`config.mk`:
```
export PLATFORM = sky130hd
export DESIGN_NAME = business_day_counter_top
export DESIGN_NICKNAME = d
export VERILOG_FILES = /design/src/design/bdc_pkg.sv /design/src/design/bdc_divider.sv /design/src/design/bdc_datapath.sv /design/src/design/bdc_ctrl.sv /design/src/design/business_day_counter_top.sv
export SDC_FILE = /design/constraint.sdc
export NUM_CORES = 2
export LEC_CHECK = 0
export CAP_MARGIN = 10
export CORE_MARGIN = 10
export CORE_UTILIZATION = 55
export DETAILED_ROUTE_END_ITERATION = 6
export DONT_BUFFER_PORTS = 1
export HOLD_SLACK_MARGIN = 0.12
export PLACE_DENSITY_LB_ADDON = 0.08
export SKIP_CTS_REPAIR_TIMING = 1
export SLEW_MARGIN = 20
export SYNTH_ARGS = -nofsm -noshare
export SYNTH_HDL_FRONTEND = slang
export SYNTH_SLANG_ARGS = --single-unit
```
`constraint.sdc`:
```
create_clock -name clk -period 16.5 [get_ports clk]
set_input_delay 0.825 -clock clk [delete_from_list [all_inputs] [get_ports clk]]
set_output_delay 0.825 -clock clk [all_outputs]
set_load 0.01 [all_outputs]
```
`src/design/bdc_pkg.sv`:
```
// Shared widths, constants, command/status types and calendar tables for the business day counter.
package bdc_pkg;

	localparam int DAY_W      = 5;
	localparam int MON_W      = 4;
	localparam int YEAR_W     = 14;
	localparam int ZY_W       = 15;   // year + 400, up to 16783
	localparam int CENT_W     = 8;    // (year + 400) / 100, up to 167
	localparam int SER_W      = 23;   // serial day number, below 2**23
	localparam int DVS_W      = 7;    // remainder width
	localparam int WD_W       = 3;
	localparam int CNT_W      = 16;
	localparam int TOT_W      = SER_W + 3;
	localparam int MOFF_W     = 9;

	// Reciprocals for exact division of any SER_W-bit value: q = (n * RECIP) >> SH
	localparam int RECIP_W          = 24;
	localparam int PROD_W           = SER_W + RECIP_W;
	localparam int RECIP_WEEK       = 9586981;    // ceil(2**26 / 7)
	localparam int RECIP_WEEK_SH    = 26;
	localparam int RECIP_CENTURY    = 10737419;   // ceil(2**30 / 100)
	localparam int RECIP_CENTURY_SH = 30;

	localparam int YEAR_SHIFT    = 400;
	localparam int DAYS_PER_YEAR = 365;
	localparam int CENTURY       = 100;
	localparam int WEEK          = 7;
	localparam int WORKDAYS      = 5;
	localparam int WEEKDAY_BIAS  = 3;   // weekday = (serial + 3) mod 7
	localparam int MONTHS        = 12;
	localparam int MARCH_SHIFT   = 9;
	localparam int LAST_JAN_FEB  = 2;
	localparam int COUNT_MAX     = 65535;

	// Divider operand selection
	typedef enum logic [2:0] {
		SEL_ZF,   // from year + 400 by 100
		SEL_ZT,   // to year + 400 by 100
		SEL_WF,   // from serial + bias by 7
		SEL_WT,   // to serial + bias by 7
		SEL_LEN   // range length by 7
	} div_sel_t;

	typedef struct packed {
		logic     load;
		logic     div_go;
		logic     div_store;
		div_sel_t div_sel;
		logic     ser_a;
		logic     ser_b;
		logic     ser_to;
		logic     finish;
	} bdc_cmd_t;

	typedef struct packed {
		logic div_done;
		logic ordered;
	} bdc_status_t;

	// Days in month; zero for a month code outside 1..12.
	function automatic logic [DAY_W-1:0] month_len(input logic [MON_W-1:0] m, input logic leap);
		logic [DAY_W-1:0] len;
		case (m) inside
			4'd1, 4'd3, 4'd5, 4'd7, 4'd8, 4'd10, 4'd12: len = DAY_W'(31);
			4'd4, 4'd6, 4'd9, 4'd11:                    len = DAY_W'(30);
			4'd2:                                       len = leap ? DAY_W'(29) : DAY_W'(28);
			default:                                    len = '0;
		endcase
		return len;
	endfunction

	// Days before month mp of a March-based year: (153 * mp + 2) / 5.
	function automatic logic [MOFF_W-1:0] month_offset(input logic [MON_W-1:0] mp);
		logic [MOFF_W-1:0] off;
		case (mp)
			4'd0:    off = MOFF_W'(0);
			4'd1:    off = MOFF_W'(31);
			4'd2:    off = MOFF_W'(61);
			4'd3:    off = MOFF_W'(92);
			4'd4:    off = MOFF_W'(122);
			4'd5:    off = MOFF_W'(153);
			4'd6:    off = MOFF_W'(184);
			4'd7:    off = MOFF_W'(214);
			4'd8:    off = MOFF_W'(245);
			4'd9:    off = MOFF_W'(275);
			4'd10:   off = MOFF_W'(306);
			4'd11:   off = MOFF_W'(337);
			default: off = '0;
		endcase
		return off;
	endfunction

	// Working days among the first rem days of a partial week starting on weekday fw.
	function automatic logic [WD_W-1:0] weekday_extra(input logic [WD_W-1:0] fw,
			input logic [WD_W-1:0] rem);
		logic [WD_W-1:0] cnt;
		logic [WD_W:0]   s;
		cnt = '0;
		for (int i = 0; i < WEEK - 1; i++) begin
			s = (WD_W+1)'(fw) + (WD_W+1)'(i);
			if (s >= (WD_W+1)'(WEEK))
				s = s - (WD_W+1)'(WEEK);
			if ((WD_W'(i) < rem) && (s < (WD_W+1)'(WORKDAYS)))
				cnt = cnt + WD_W'(1);
		end
		return cnt;
	endfunction

endpackage

```
`src/design/bdc_divider.sv`:
```
// Divider by 7 or 100 through reciprocal multiplication, a short pipeline from go to done.
module bdc_divider import bdc_pkg::*; (
	input  logic             clk,
	input  logic             arst_n,
	input  logic             go,
	input  logic [SER_W-1:0] dividend,
	input  logic             by_century,
	output logic             done,
	output logic [SER_W-1:0] quotient,
	output logic [DVS_W-1:0] remainder
);

	logic               v_s1;
	logic               v_s2;
	logic               done_q;
	logic               cent_q;
	logic [SER_W-1:0]   num_q;
	logic [PROD_W-1:0]  prod_s2;
	logic [SER_W-1:0]   quo_q;
	logic [DVS_W-1:0]   rem_q;
	logic [RECIP_W-1:0] recip;
	logic [SER_W-1:0]   quo;
	logic [SER_W-1:0]   back;
	logic [SER_W-1:0]   diff;

	assign recip = cent_q ? RECIP_W'(RECIP_CENTURY) : RECIP_W'(RECIP_WEEK);
	assign quo   = cent_q ? SER_W'(prod_s2 >> RECIP_CENTURY_SH) : SER_W'(prod_s2 >> RECIP_WEEK_SH);
	assign back  = cent_q ? quo * SER_W'(CENTURY) : quo * SER_W'(WEEK);
	assign diff  = num_q - back;

	always_ff @(posedge clk or negedge arst_n) begin
		if (!arst_n) begin
			v_s1   <= 1'b0;
			v_s2   <= 1'b0;
			done_q <= 1'b0;
		end else begin
			v_s1   <= go;
			v_s2   <= v_s1;
			done_q <= v_s2;
		end
	end

	// Hold the operand, multiply by the reciprocal, then take the remainder.
	always_ff @(posedge clk) begin
		if (go) begin
			num_q  <= dividend;
			cent_q <= by_century;
		end
		if (v_s1)
			prod_s2 <= PROD_W'(num_q) * PROD_W'(recip);
		if (v_s2) begin
			quo_q <= quo;
			rem_q <= diff[DVS_W-1:0];
		end
	end

	assign done      = done_q;
	assign quotient  = quo_q;
	assign remainder = rem_q;

endmodule

```
`src/design/bdc_datapath.sv`:
```
// Datapath: operand registers, serial day numbers, shared divider and result registers.
module bdc_datapath import bdc_pkg::*; (
	input  logic              clk,
	input  logic              arst_n,
	input  bdc_cmd_t          cmd,
	output bdc_status_t       status,
	input  logic [DAY_W-1:0]  from_day,
	input  logic [MON_W-1:0]  from_month,
	input  logic [YEAR_W-1:0] from_year,
	input  logic [DAY_W-1:0]  to_day,
	input  logic [MON_W-1:0]  to_month,
	input  logic [YEAR_W-1:0] to_year,
	output logic              done,
	output logic [CNT_W-1:0]  business_days,
	output logic              count_saturated,
	output logic              invalid_date,
	output logic [WD_W-1:0]   from_weekday,
	output logic [WD_W-1:0]   to_weekday
);

	logic [DAY_W-1:0]  fd_q, td_q;
	logic [MON_W-1:0]  fm_q, tm_q;
	logic [YEAR_W-1:0] fy_q, ty_q;
	logic [CENT_W-1:0] qf_q, qt_q;
	logic [DVS_W-1:0]  rf_q, rt_q;
	logic [SER_W-1:0]  prod_q, addend_q, nf_q, nt_q, q7_q;
	logic              vf_q, vt_q;
	logic [WD_W-1:0]   wf_q, wt_q, r7_q;
	logic              done_q;
	logic [CNT_W-1:0]  days_q;
	logic              sat_q, inval_q;
	logic [WD_W-1:0]   fwd_q, twd_q;

	// Divider hookup
	logic [SER_W-1:0]  div_dividend, div_quo;
	logic [DVS_W-1:0]  div_rem;
	logic              div_century;
	logic              div_done;

	// Serial number of the selected date
	logic [DAY_W-1:0]  sd;
	logic [MON_W-1:0]  sm;
	logic [YEAR_W-1:0] sy;
	logic [CENT_W-1:0] sq;
	logic [DVS_W-1:0]  sr;
	logic [ZY_W-1:0]   z, yy;
	logic              jan_feb, r_zero, leap, valid;
	logic [CENT_W-1:0] c100, c400;
	logic [MON_W:0]    mp_raw;
	logic [MON_W-1:0]  mp;

	logic [TOT_W-1:0]  total;

	bdc_divider u_div (
		.clk        (clk),
		.arst_n     (arst_n),
		.go         (cmd.div_go),
		.dividend   (div_dividend),
		.by_century (div_century),
		.done       (div_done),
		.quotient   (div_quo),
		.remainder  (div_rem)
	);

	always_comb begin
		div_century = 1'b0;
		case (cmd.div_sel)
			SEL_ZF: begin
				div_dividend = SER_W'(fy_q) + SER_W'(YEAR_SHIFT);
				div_century  = 1'b1;
			end
			SEL_ZT: begin
				div_dividend = SER_W'(ty_q) + SER_W'(YEAR_SHIFT);
				div_century  = 1'b1;
			end
			SEL_WF:  div_dividend = nf_q + SER_W'(WEEKDAY_BIAS);
			SEL_WT:  div_dividend = nt_q + SER_W'(WEEKDAY_BIAS);
			SEL_LEN: div_dividend = nt_q - nf_q;
			default: div_dividend = '0;
		endcase
	end

	always_comb begin
		sd      = cmd.ser_to ? td_q : fd_q;
		sm      = cmd.ser_to ? tm_q : fm_q;
		sy      = cmd.ser_to ? ty_q : fy_q;
		sq      = cmd.ser_to ? qt_q : qf_q;
		sr      = cmd.ser_to ? rt_q : rf_q;
		z       = ZY_W'(sy) + ZY_W'(YEAR_SHIFT);
		jan_feb = sm <= MON_W'(LAST_JAN_FEB);
		r_zero  = sr == '0;
		yy      = z - ZY_W'(jan_feb);
		c100    = sq - CENT_W'(jan_feb && r_zero);
		c400    = c100 >> 2;
		// z is congruent to the year mod 400, and z / 100 mod 4 tracks year / 100 mod 4
		leap    = ((z[1:0] == 2'b00) && !r_zero) || (r_zero && (sq[1:0] == 2'b00));
		valid   = (sm >= MON_W'(1)) && (sm <= MON_W'(MONTHS)) && (sd != '0)
		          && (sd <= month_len(sm, leap));
		mp_raw  = (MON_W+1)'(sm) + (MON_W+1)'(MARCH_SHIFT);
		if (mp_raw >= (MON_W+1)'(MONTHS))
			mp_raw = mp_raw - (MON_W+1)'(MONTHS);
		mp      = mp_raw[MON_W-1:0];
	end

	assign status.div_done = div_done;
	assign status.ordered  = vf_q && vt_q && (nf_q < nt_q);

	assign total = (TOT_W'(q7_q) << 2) + TOT_W'(q7_q) + TOT_W'(weekday_extra(wf_q, r7_q));

	always_ff @(posedge clk) begin
		if (cmd.load) begin
			fd_q <= from_day;
			fm_q <= from_month;
			fy_q <= from_year;
			td_q <= to_day;
			tm_q <= to_month;
			ty_q <= to_year;
		end
		if (cmd.div_store) begin
			case (cmd.div_sel)
				SEL_ZF: begin
					qf_q <= div_quo[CENT_W-1:0];
					rf_q <= div_rem;
				end
				SEL_ZT: begin
					qt_q <= div_quo[CENT_W-1:0];
					rt_q <= div_rem;
				end
				SEL_WF: wf_q <= div_rem[WD_W-1:0];
				SEL_WT: wt_q <= div_rem[WD_W-1:0];
				SEL_LEN: begin
					q7_q <= div_quo;
					r7_q <= div_rem[WD_W-1:0];
				end
				default: ;
			endcase
		end
		if (cmd.ser_a) begin
			prod_q   <= SER_W'(yy) * SER_W'(DAYS_PER_YEAR);
			addend_q <= SER_W'(yy >> 2) - SER_W'(c100) + SER_W'(c400)
			            + SER_W'(month_offset(mp)) + SER_W'(sd) - SER_W'(1);
			if (cmd.ser_to)
				vt_q <= valid;
			else
				vf_q <= valid;
		end
		if (cmd.ser_b) begin
			if (cmd.ser_to)
				nt_q <= prod_q + addend_q;
			else
				nf_q <= prod_q + addend_q;
		end
		if (cmd.finish) begin
			inval_q <= !(vf_q && vt_q);
			fwd_q   <= vf_q ? wf_q : '0;
			twd_q   <= vt_q ? wt_q : '0;
			if (!status.ordered) begin
				days_q <= '0;
				sat_q  <= 1'b0;
			end else if (total > TOT_W'(COUNT_MAX)) begin
				days_q <= CNT_W'(COUNT_MAX);
				sat_q  <= 1'b1;
			end else begin
				days_q <= total[CNT_W-1:0];
				sat_q  <= 1'b0;
			end
		end
	end

	always_ff @(posedge clk or negedge arst_n) begin
		if (!arst_n)
			done_q <= 1'b0;
		else
			done_q <= cmd.finish;
	end

	assign done            = done_q;
	assign business_days   = days_q;
	assign count_saturated = sat_q;
	assign invalid_date    = inval_q;
	assign from_weekday    = fwd_q;
	assign to_weekday      = twd_q;

endmodule

```
`src/design/bdc_ctrl.sv`:
```
// Controller state machine sequencing divisions and serial-number steps.
module bdc_ctrl import bdc_pkg::*; (
	input  logic        clk,
	input  logic        arst_n,
	input  logic        start,
	input  bdc_status_t status,
	output bdc_cmd_t    cmd,
	output logic        busy
);

	localparam logic [4:0] S_IDLE   = 5'd0;
	localparam logic [4:0] S_DZF_GO = 5'd1;
	localparam logic [4:0] S_DZF_W  = 5'd2;
	localparam logic [4:0] S_DZT_GO = 5'd3;
	localparam logic [4:0] S_DZT_W  = 5'd4;
	localparam logic [4:0] S_SF_A   = 5'd5;
	localparam logic [4:0] S_SF_B   = 5'd6;
	localparam logic [4:0] S_ST_A   = 5'd7;
	localparam logic [4:0] S_ST_B   = 5'd8;
	localparam logic [4:0] S_DWF_GO = 5'd9;
	localparam logic [4:0] S_DWF_W  = 5'd10;
	localparam logic [4:0] S_DWT_GO = 5'd11;
	localparam logic [4:0] S_DWT_W  = 5'd12;
	localparam logic [4:0] S_CHK    = 5'd13;
	localparam logic [4:0] S_DL_GO  = 5'd14;
	localparam logic [4:0] S_DL_W   = 5'd15;
	localparam logic [4:0] S_FIN    = 5'd16;

	logic [4:0] state_q, state_d;

	always_comb begin
		cmd     = '0;
		cmd.div_sel = SEL_ZF;
		state_d = state_q;
		case (state_q)
			S_IDLE: begin
				if (start) begin
					cmd.load = 1'b1;
					state_d  = S_DZF_GO;
				end
			end
			S_DZF_GO: begin
				cmd.div_go = 1'b1;
				state_d    = S_DZF_W;
			end
			S_DZF_W: begin
				cmd.div_store = status.div_done;
				if (status.div_done)
					state_d = S_DZT_GO;
			end
			S_DZT_GO: begin
				cmd.div_sel = SEL_ZT;
				cmd.div_go  = 1'b1;
				state_d     = S_DZT_W;
			end
			S_DZT_W: begin
				cmd.div_sel   = SEL_ZT;
				cmd.div_store = status.div_done;
				if (status.div_done)
					state_d = S_SF_A;
			end
			S_SF_A: begin
				cmd.ser_a = 1'b1;
				state_d   = S_SF_B;
			end
			S_SF_B: begin
				cmd.ser_b = 1'b1;
				state_d   = S_ST_A;
			end
			S_ST_A: begin
				cmd.ser_a  = 1'b1;
				cmd.ser_to = 1'b1;
				state_d    = S_ST_B;
			end
			S_ST_B: begin
				cmd.ser_b  = 1'b1;
				cmd.ser_to = 1'b1;
				state_d    = S_DWF_GO;
			end
			S_DWF_GO: begin
				cmd.div_sel = SEL_WF;
				cmd.div_go  = 1'b1;
				state_d     = S_DWF_W;
			end
			S_DWF_W: begin
				cmd.div_sel   = SEL_WF;
				cmd.div_store = status.div_done;
				if (status.div_done)
					state_d = S_DWT_GO;
			end
			S_DWT_GO: begin
				cmd.div_sel = SEL_WT;
				cmd.div_go  = 1'b1;
				state_d     = S_DWT_W;
			end
			S_DWT_W: begin
				cmd.div_sel   = SEL_WT;
				cmd.div_store = status.div_done;
				if (status.div_done)
					state_d = S_CHK;
			end
			S_CHK: begin
				state_d = status.ordered ? S_DL_GO : S_FIN;
			end
			S_DL_GO: begin
				cmd.div_sel = SEL_LEN;
				cmd.div_go  = 1'b1;
				state_d     = S_DL_W;
			end
			S_DL_W: begin
				cmd.div_sel   = SEL_LEN;
				cmd.div_store = status.div_done;
				if (status.div_done)
					state_d = S_FIN;
			end
			S_FIN: begin
				cmd.finish = 1'b1;
				state_d    = S_IDLE;
			end
			default: state_d = S_IDLE;
		endcase
	end

	always_ff @(posedge clk or negedge arst_n) begin
		if (!arst_n)
			state_q <= S_IDLE;
		else
			state_q <= state_d;
	end

	assign busy = state_q != S_IDLE;

endmodule

```
`src/design/business_day_counter_top.sv`:
```
// Top level of the business day counter: controller plus datapath.
//
//  channel   | handshake          | payload
//  ----------+--------------------+-----------------------------------------------------
//  request   | start / busy       | from_day, from_month, from_year, to_day, to_month,
//            |                    | to_year
//  result    | done (1-cycle)     | business_days, count_saturated, invalid_date,
//            |                    | from_weekday, to_weekday
//
// A transaction is accepted on a clock edge with start high and busy low. busy then
// stays high through the steps below, which run longer when both dates are valid and
// start is before end; the result shows in the first cycle with busy low, with done
// high for that one cycle. The steps are set by the shared constant divider: each
// division runs through launch, reciprocal multiply, remainder and store; there are five
// divisions (two by 100, three by 7) with the range-length one skipped for empty or
// invalid requests, plus two serial-number steps per date, one range check and one
// capture step. The receiver cannot stall: results are taken as shown, and a new
// request may be accepted in the same cycle that done is high.
// arst_n clears the controller, divider control and the done strobe; no warm-up pass.
//
// Method: each date maps to a serial day number (March-based year shifted by 400);
// weekday = (serial + 3) mod 7, and the count is 5 per whole week plus a small
// table lookup for the partial week.
module business_day_counter_top import bdc_pkg::*; (
	input  logic              clk,
	input  logic              arst_n,
	input  logic              start,
	output logic              busy,
	input  logic [DAY_W-1:0]  from_day,
	input  logic [MON_W-1:0]  from_month,
	input  logic [YEAR_W-1:0] from_year,
	input  logic [DAY_W-1:0]  to_day,
	input  logic [MON_W-1:0]  to_month,
	input  logic [YEAR_W-1:0] to_year,
	output logic              done,
	output logic [CNT_W-1:0]  business_days,
	output logic              count_saturated,
	output logic              invalid_date,
	output logic [WD_W-1:0]   from_weekday,
	output logic [WD_W-1:0]   to_weekday
);

	bdc_cmd_t    cmd;
	bdc_status_t status;

	// Sequence the transaction: operand load, divisions, serial steps, result capture
	bdc_ctrl u_ctrl (
		.clk    (clk),
		.arst_n (arst_n),
		.start  (start),
		.status (status),
		.cmd    (cmd),
		.busy   (busy)
	);

	// Hold operands and intermediate numbers; drive the result registers
	bdc_datapath u_dp (
		.clk             (clk),
		.arst_n          (arst_n),
		.cmd             (cmd),
		.status          (status),
		.from_day        (from_day),
		.from_month      (from_month),
		.from_year       (from_year),
		.to_day          (to_day),
		.to_month        (to_month),
		.to_year         (to_year),
		.done            (done),
		.business_days   (business_days),
		.count_saturated (count_saturated),
		.invalid_date    (invalid_date),
		.from_weekday    (from_weekday),
		.to_weekday      (to_weekday)
	);

	// A result strobe always closes a busy period
	a_done_after_busy: assert property (@(posedge clk) disable iff (!arst_n)
		done |-> $fell(busy))
		else $error("result strobe without a finished transaction");

	// An accepted request starts work on the next cycle
	a_accept_busy: assert property (@(posedge clk) disable iff (!arst_n)
		(start && !busy) |=> busy)
		else $error("accepted request did not start");

	// Saturation flag only with the clamped count
	a_sat_value: assert property (@(posedge clk) disable iff (!arst_n)
		(done && count_saturated) |-> (business_days == CNT_W'(COUNT_MAX)))
		else $error("saturation flag with unclamped count");

	// Invalid dates give an empty count
	a_invalid_zero: assert property (@(posedge clk) disable iff (!arst_n)
		(done && invalid_date) |-> (business_days == '0 && !count_saturated))
		else $error("count reported for an invalid date");

	// Weekdays stay in 0..6
	a_weekday_range: assert property (@(posedge clk) disable iff (!arst_n)
		done |-> (from_weekday != 3'd7 && to_weekday != 3'd7))
		else $error("weekday out of range");

endmodule
```
Word level (Yosys, flattened, before mapping)
Memories as Yosys holds them, arrays and structs flattened.
Cells that the tools add are included.
Widths: inputs -> output; s select.
{"block": "totals", "latchBits": 0, "mem_count": 1, "romBits": 144, "register_bits": 336, "mem_bits_rw": 0, "wordCells": 232, "inputBits": 49}
{"memory": "(no name shown)", "depth": 16, "word_bits": 9, "read_ports": 1, "rd_clocked_by_memory_dff": 0, "write_ports": 0, "line_no": "bdc_pkg.sv:75", "source": "case (mp)"}
{"block": "op_classes", "muxes": 47, "n_bitwise": 1, "shifts": 0, "magnitude_cmp": 25, "n_eq_ne": 38, "n_reduce_logical": 46, "n_div": 0, "add_sub_neg": 35, "mul": 4}
{"cell": "$pmux 23 s5", "n": 1}
{"cell": "$pmux 5 s16", "n": 1}
{"cell": "$mux 5", "n": 11}
{"cell": "$mul 23x24->47", "n": 1}
{"cell": "$add 23x2->23 const B", "n": 2}
{"cell": "$add 14x9->15 const B", "n": 3}
{"cell": "$eq 5x4->1 const B", "n": 8}
{"cell": "$mux 4", "n": 8}
{"cell": "$add 25x23->26", "n": 1}
{"cell": "$add 26x3->26", "n": 1}
{"cell": "$gt 26x16->1 const B", "n": 1}
{"cell": "$lt 4x3->1 const B", "n": 6}
{"cell": "$add 23x23->23", "n": 1}
{"cell": "$add 23x5->23", "n": 1}
{"cell": "$add 23x6->23", "n": 1}
{"cell": "$add 23x9->23", "n": 1}
{"cell": "$lt 23x23->1", "n": 1}
{"cell": "$mul 15x9->23 const B", "n": 1}
{"cell": "$sub 23x1->23 const B", "n": 1}
{"cell": "$sub 23x23->23", "n": 1}
{"cell": "$mux 22", "n": 1}
{"cell": "$mul 21x3->7 const B", "n": 1}
{"cell": "$mul 21x5->5 const B", "n": 1}
{"cell": "$mux 21", "n": 1}
{"cell": "other kinds (59)", "n": 140}

Longest topological paths before layout
{"block": "logic_depth", "word_depth": 18, "ltp_mapped": 35, "depth_no_buf": 32}

Cells and area by module
Synthesis repeated with hierarchy kept, for this count alone.
{"block": "hier_totals", "cells_unflattened": 3232, "area_unflattened_um2": 33703.6}
{"mod": "bdc_datapath", "area_per_inst_um2": 18405.2, "cells_each": 1774, "n_inst": 1}
{"mod": "bdc_divider", "area_per_inst_um2": 14799.2, "cells_each": 1394, "n_inst": 1}
{"mod": "bdc_ctrl", "area_per_inst_um2": 499.2, "cells_each": 64, "n_inst": 1}

Least setup slack after synthesis
No wires, ideal clock.
{"block": "synth_path", "path_type": "reg-to-reg", "startpoint": "reg u_ctrl.state_q[2]", "endpoint": "reg u_dp.prod_q[22] (data pin)", "required_time_ns": 16.241, "period_less_slack_ns": 7.955, "path_stages_with_launch": 30, "arrival_time_ns": 7.695, "path_buffers": 5, "slack_ns": 8.545, "setup_ns": 0.259, "cell_sequence": "dfrtp_1 -> or4b_4 -> a21oi_4 -> buf_6 -> buf_6 -> buf_2 -> buf_2 -> buf_2 -> mux2_2 -> ha_1 -> a21o_1 -> o21ai_0 -> xor2_1 -> mux2i_1 -> nor3_2 -> xnor2_1 -> ha_1 -> fa_1 -> inv_1 -> fa_1 -> inv_1 -> fa_1 -> ha_1 -> o41ai_1 -> o2111ai_1 -> nor3b_1 -> a21boi_0 -> o21bai_1 -> a21oi_1 -> xnor2_1"}
{"block": "synth_via", "elab_chain_len": 7, "elab_cells_between_ends": 10, "cone_classes": "add/sub (2); mul (1); order compare (1); eq/ne (2); mux (3); reduce/logical (1)"}
{"item": "from (decl)", "line_no": "bdc_ctrl.sv:29", "source": "logic [4:0] state_q, state_d;"}
{"item": "from (signal assigned)", "line_no": "bdc_ctrl.sv:128", "source": "state_q <= state_d;"}
{"item": "$eq 5x3->1 / $eq 5x4->1 (equally long branches)", "line_no": "bdc_ctrl.sv:35", "source": "case (state_q)"}
{"item": "$reduce_or 2->1 (no line) *"}
{"item": "$mux 1 *", "line_no": "bdc_ctrl.sv:35"}
{"item": "$mux 14 / $mux 4 (equally long branches)", "line_no": "bdc_datapath.sv:86, bdc_datapath.sv:85"}
{"item": "$add 14x9->15 / $le 4x2->1 (equally long branches)", "line_no": "bdc_datapath.sv:89, bdc_datapath.sv:90"}
{"item": "$sub 15x1->15 *", "line_no": "bdc_datapath.sv:92", "source": "yy = z - ZY_W'(jan_feb);"}
{"item": "$mul 15x9->23 *", "line_no": "bdc_datapath.sv:139", "source": "prod_q <= SER_W'(yy) * SER_W'(DAYS_PER_YEAR);"}
{"item": "to (signal assigned)", "line_no": "bdc_datapath.sv:139"}
{"item": "to (decl)", "line_no": "bdc_datapath.sv:26", "source": "logic [SER_W-1:0] prod_q, addend_q, nf_q, nt_q, q7_q;"}
Every way passes the cells marked *; elsewhere a longest branch is shown, timed or not.
A chain may end at the register's enable or synchronous reset.

Worst setup path in the final report
{"block": "layout_path", "startpoint": "reg u_ctrl.state_q[1]", "endpoint": "reg u_dp.addend_q[15] (data pin)"}
{"block": "layout_via", "elab_chain_len": 12, "elab_cells_between_ends": 26, "cone_classes": "add/sub (10); order compare (2); eq/ne (2); mux (8); reduce/logical (3); memory (1)"}
{"item": "$eq 5x3->1 / $eq 5x4->1 (equally long branches)", "line_no": "bdc_ctrl.sv:35"}
{"item": "$reduce_or 2->1 (no line) *"}
{"item": "$mux 1 *", "line_no": "bdc_ctrl.sv:35"}
{"item": "branches (longest 7 deep; another with $add 23x6->23)"}
{"item": "$add 23x5->23 *", "line_no": "bdc_datapath.sv:141", "source": "+ SER_W'(month_offset(mp)) + SER_W'(sd) - SER_W'(1);"}
{"item": "$sub 23x1->23 *", "line_no": "bdc_datapath.sv:141"}
{"item": "to (signal assigned)", "line_no": "bdc_datapath.sv:140", "source": "addend_q <= SER_W'(yy >> 2) - SER_W'(c100) + SER_W'(c400)"}
{"item": "to (decl)", "line_no": "bdc_datapath.sv:26"}
Mark *: on every way between the ends. The select of a mux whose other input is x is not followed.

==> results.json <==
{
  "final_common_cell": "inv_1",
  "min_path_cells": 0,
  "cts_root_buffer": "clkbuf_16",
  "crit_path_start": "u_ctrl.state_q[1]$_DFFE_PN0P_",
  "n_antenna_cell": 0,
  "ys_warn_count": 0,
  "gp_congestion": 0.931,
  "drtIter0Drc": 1018,
  "cts_made_buffers": 38,
  "dominantRegCellSynth": "edfxtp_1",
  "grt_pass1_wl_mm": 119,
  "initial_core_util_pct": 55.6,
  "hold_viol_final": 0,
  "slew_headroom_pct": 32.1,
  "viasPerCell": 5.50,
  "finalCritPeriodShare_pct": 56.0,
  "htreeDepth": 2,
  "startpoint_type": "flop",
  "grt_max_degree": 80,
  "min_path_type": "in -> reg",
  "cts.sinks": 306,
  "crit_slowest_cell": "o41ai_1",
  "grt_usage_pct": 22.1,
  "yosysSeqAreaShare_pct": 28.4,
  "overflow": 0,
  "antenna_found_initial": 2,
  "synthArstFlopShare_pct": 2.94,
  "drt-total-wl_mm": 73.2,
  "path_buf_inv": 1,
  "worst_skew_pair.late_latency_ns": 0.57,
  "status": "finished, final reports clean",
  "synth_cell_types": 79,
  "drtAntennaViolNets": 0,
  "wire_per_inst_um": 19.3,
  "setup_violations": 0,
  "maxSlewViolCount": 0,
  "critPathTopFamily": "compound AO/OA/AOI/OAI gates",
  "grt_pass1_vias": 22200,
  "crit_fanout": 21,
  "die_w_um": 262,
  "cts_buffer_depth": 3,
  "fin_skew_ns": 0.0314,
  "synth_area_per_cell_um2": 10.8,
  "first_pass_iters": 5,
  "fp-row-count": 88,
  "ys_seq_elements": 306,
  "finalCoreUtilization_pct": 59.6,
  "cpPeakStageDelay_ns": 0.76,
  "synth-edff-count": 297,
  "worstReg2RegStart": "u_ctrl.state_q[1]$_DFFE_PN0P_",
  "dieArea_um2": 68500,
  "crit_arrival_ns": 9.54,
  "mostFrequentLayoutCells": "512 x inv_1, 458 x ha_1, 348 x fa_1, 297 x edfxtp_1, 153 x nor2_1",
  "maxCapViolations": 0,
  "n_fill_cell": 4825,
  "tightestPinTransition_ns": 1.02,
  "io_buffers": 0,
  "worstHoldStart": "to_day[4]",
  "finalSetupTns_ns": 0,
  "hpwl_mm": 62.7,
  "syn_inst": 2971,
  "via_count": 20900,
  "post-route-min-period_ns": 9.24,
  "cts.reportedPaths.clkPinSlew_ns": 0.06,
  "drive_above_1_share_pct": 5.00,
  "crit_required_ns": 16.80,
  "reg2regPathDepth": 29,
  "path_class": "reg -> reg",
  "seq_area_um2": 9150,
  "fp.coreArea_um2": 57800,
  "rsz0062_at_grt": "false",
  "max_freq_ghz": 0.108,
  "crit_path_frequent_cell": "o21ai_0",
  "crit_cells": 29,
  "multi_input_area_um2": 21000,
  "cts_tree": "built",
  "die_h_um": 262,
  "areaGrowthSynthToFinish_pct": 7.22,
  "synth_area_um2": 32200,
  "finalNetCount": 3863,
  "route.detailed.drc": 0,
  "io_pins": 75,
  "end_kind": "flop"
}
## final cells by class
type                    instances  area share, %
repair buffers                 14          0.312
clock inverters                24          0.907
flip-flops and latches        306           26.5
inverters                     513           5.58
well taps                     765           2.78
clock buffers                  46           2.90
multi-input cells            2135           61.0
## per-stage QoR
stage	hold slack (ns)	cell area (um^2)	setup slack (ns)	cells
finish	0.348	34500	7.26	3803
global route	0.315	34500	6.62	3803
CTS	-0.0934	34500	7.22	3802
detailed placement	0.405	33200	7.28	3732
global placement	0.402	33100	7.45	3732
floorplan	0.400	32300	8.55	3005
## state kept, by name (all words and copies together) (netlist names), 21 cells and up
| signal | count |
|---|---|
| u_dp.addend_q | 23 |
| u_dp.nf_q | 23 |
| u_dp.nt_q | 23 |
| u_dp.prod_q | 23 |
| u_dp.u_div.num_q | 23 |
| u_dp.q7_q | 21 |
| u_dp.u_div.prod_s2 | 21 |
| u_dp.u_div.quotient | 21 |
## worst paths after layout
check,endpoint,slack (ns)
max reg2reg,u_dp.addend_q[15]$_DFFE_PN_,7.26
min,u_dp.td_q[4]$_DFFE_PP_,0.35
min reg2reg,u_dp.q7_q[10]$_DFFE_PP_,0.42
max,u_dp.addend_q[15]$_DFFE_PN_,7.26
min in group asynchronous,u_dp.done$_DFF_PN0_,0.69
max in group asynchronous,u_dp.u_div.v_s2$_DFF_PN0_,15.38
## Yosys cell counts (15+ instances only)
cell	number	area, um^2
inv_1	512	1920
ha_1	458	5730
fa_1	348	6970
edfxtp_1	297	8920
nor2_1	156	586
a21oi_1	148	741
nand2_1	126	473
xnor2_1	122	1070
o21ai_0	85	425
xor2_1	73	639
nor3_1	63	315
nand3_1	52	260
a21o_1	39	293
clkbuf_1	39	146
mux2i_1	35	350
nand2b_1	34	213
nor2b_1	34	213
and2_1	32	200
mux2_2	30	338
a31oi_1	19	119
o21a_1	19	143
and3_1	18	113
or2_2	18	113
o22ai_1	15	93.8
## routing by layer
metal / GRT usage, % / share of wire [%] / vias to the layer above
met5: 0 / 0 / -
met2: 39.4 / 51 / 346
met1: 28.4 / 44 / 10400
met4: 5.89 / 2.3 / 0
met3: 2.11 / 2.8 / 89
li1: - / - / 10100
## worst reg2reg max path: cells and delay by family, from the launching register on
family	cells	cell delay, ns
compound gates	11	3.25
fa+ha+maj	6	2.16
simple gates	9	2.05
mux	1	0.75
flops	1	0.61
xor+xnor	1	0.10
buf+inv	1	0.05
## cell families (layout without fill, tap and decap cells)
group / count (synthesis) / in the layout / share of synthesized area, %
AND/OR/NAND/NOR: 590 / 590 / 9.10
other: 2 / 36 / 0.0234
buffers and inverters: 564 / 597 / 6.66
multiplexers: 65 / 65 / 2.14
XOR/XNOR: 200 / 200 / 5.59
adder cells (fa/ha/maj): 806 / 806 / 39.5
flip-flops: 306 / 306 / 28.4
AO/OA/AOI/OAI: 438 / 438 / 8.57
Power is not shown: default switching activity piles up to over one toggle a cycle in this logic, so the estimate is an artifact.
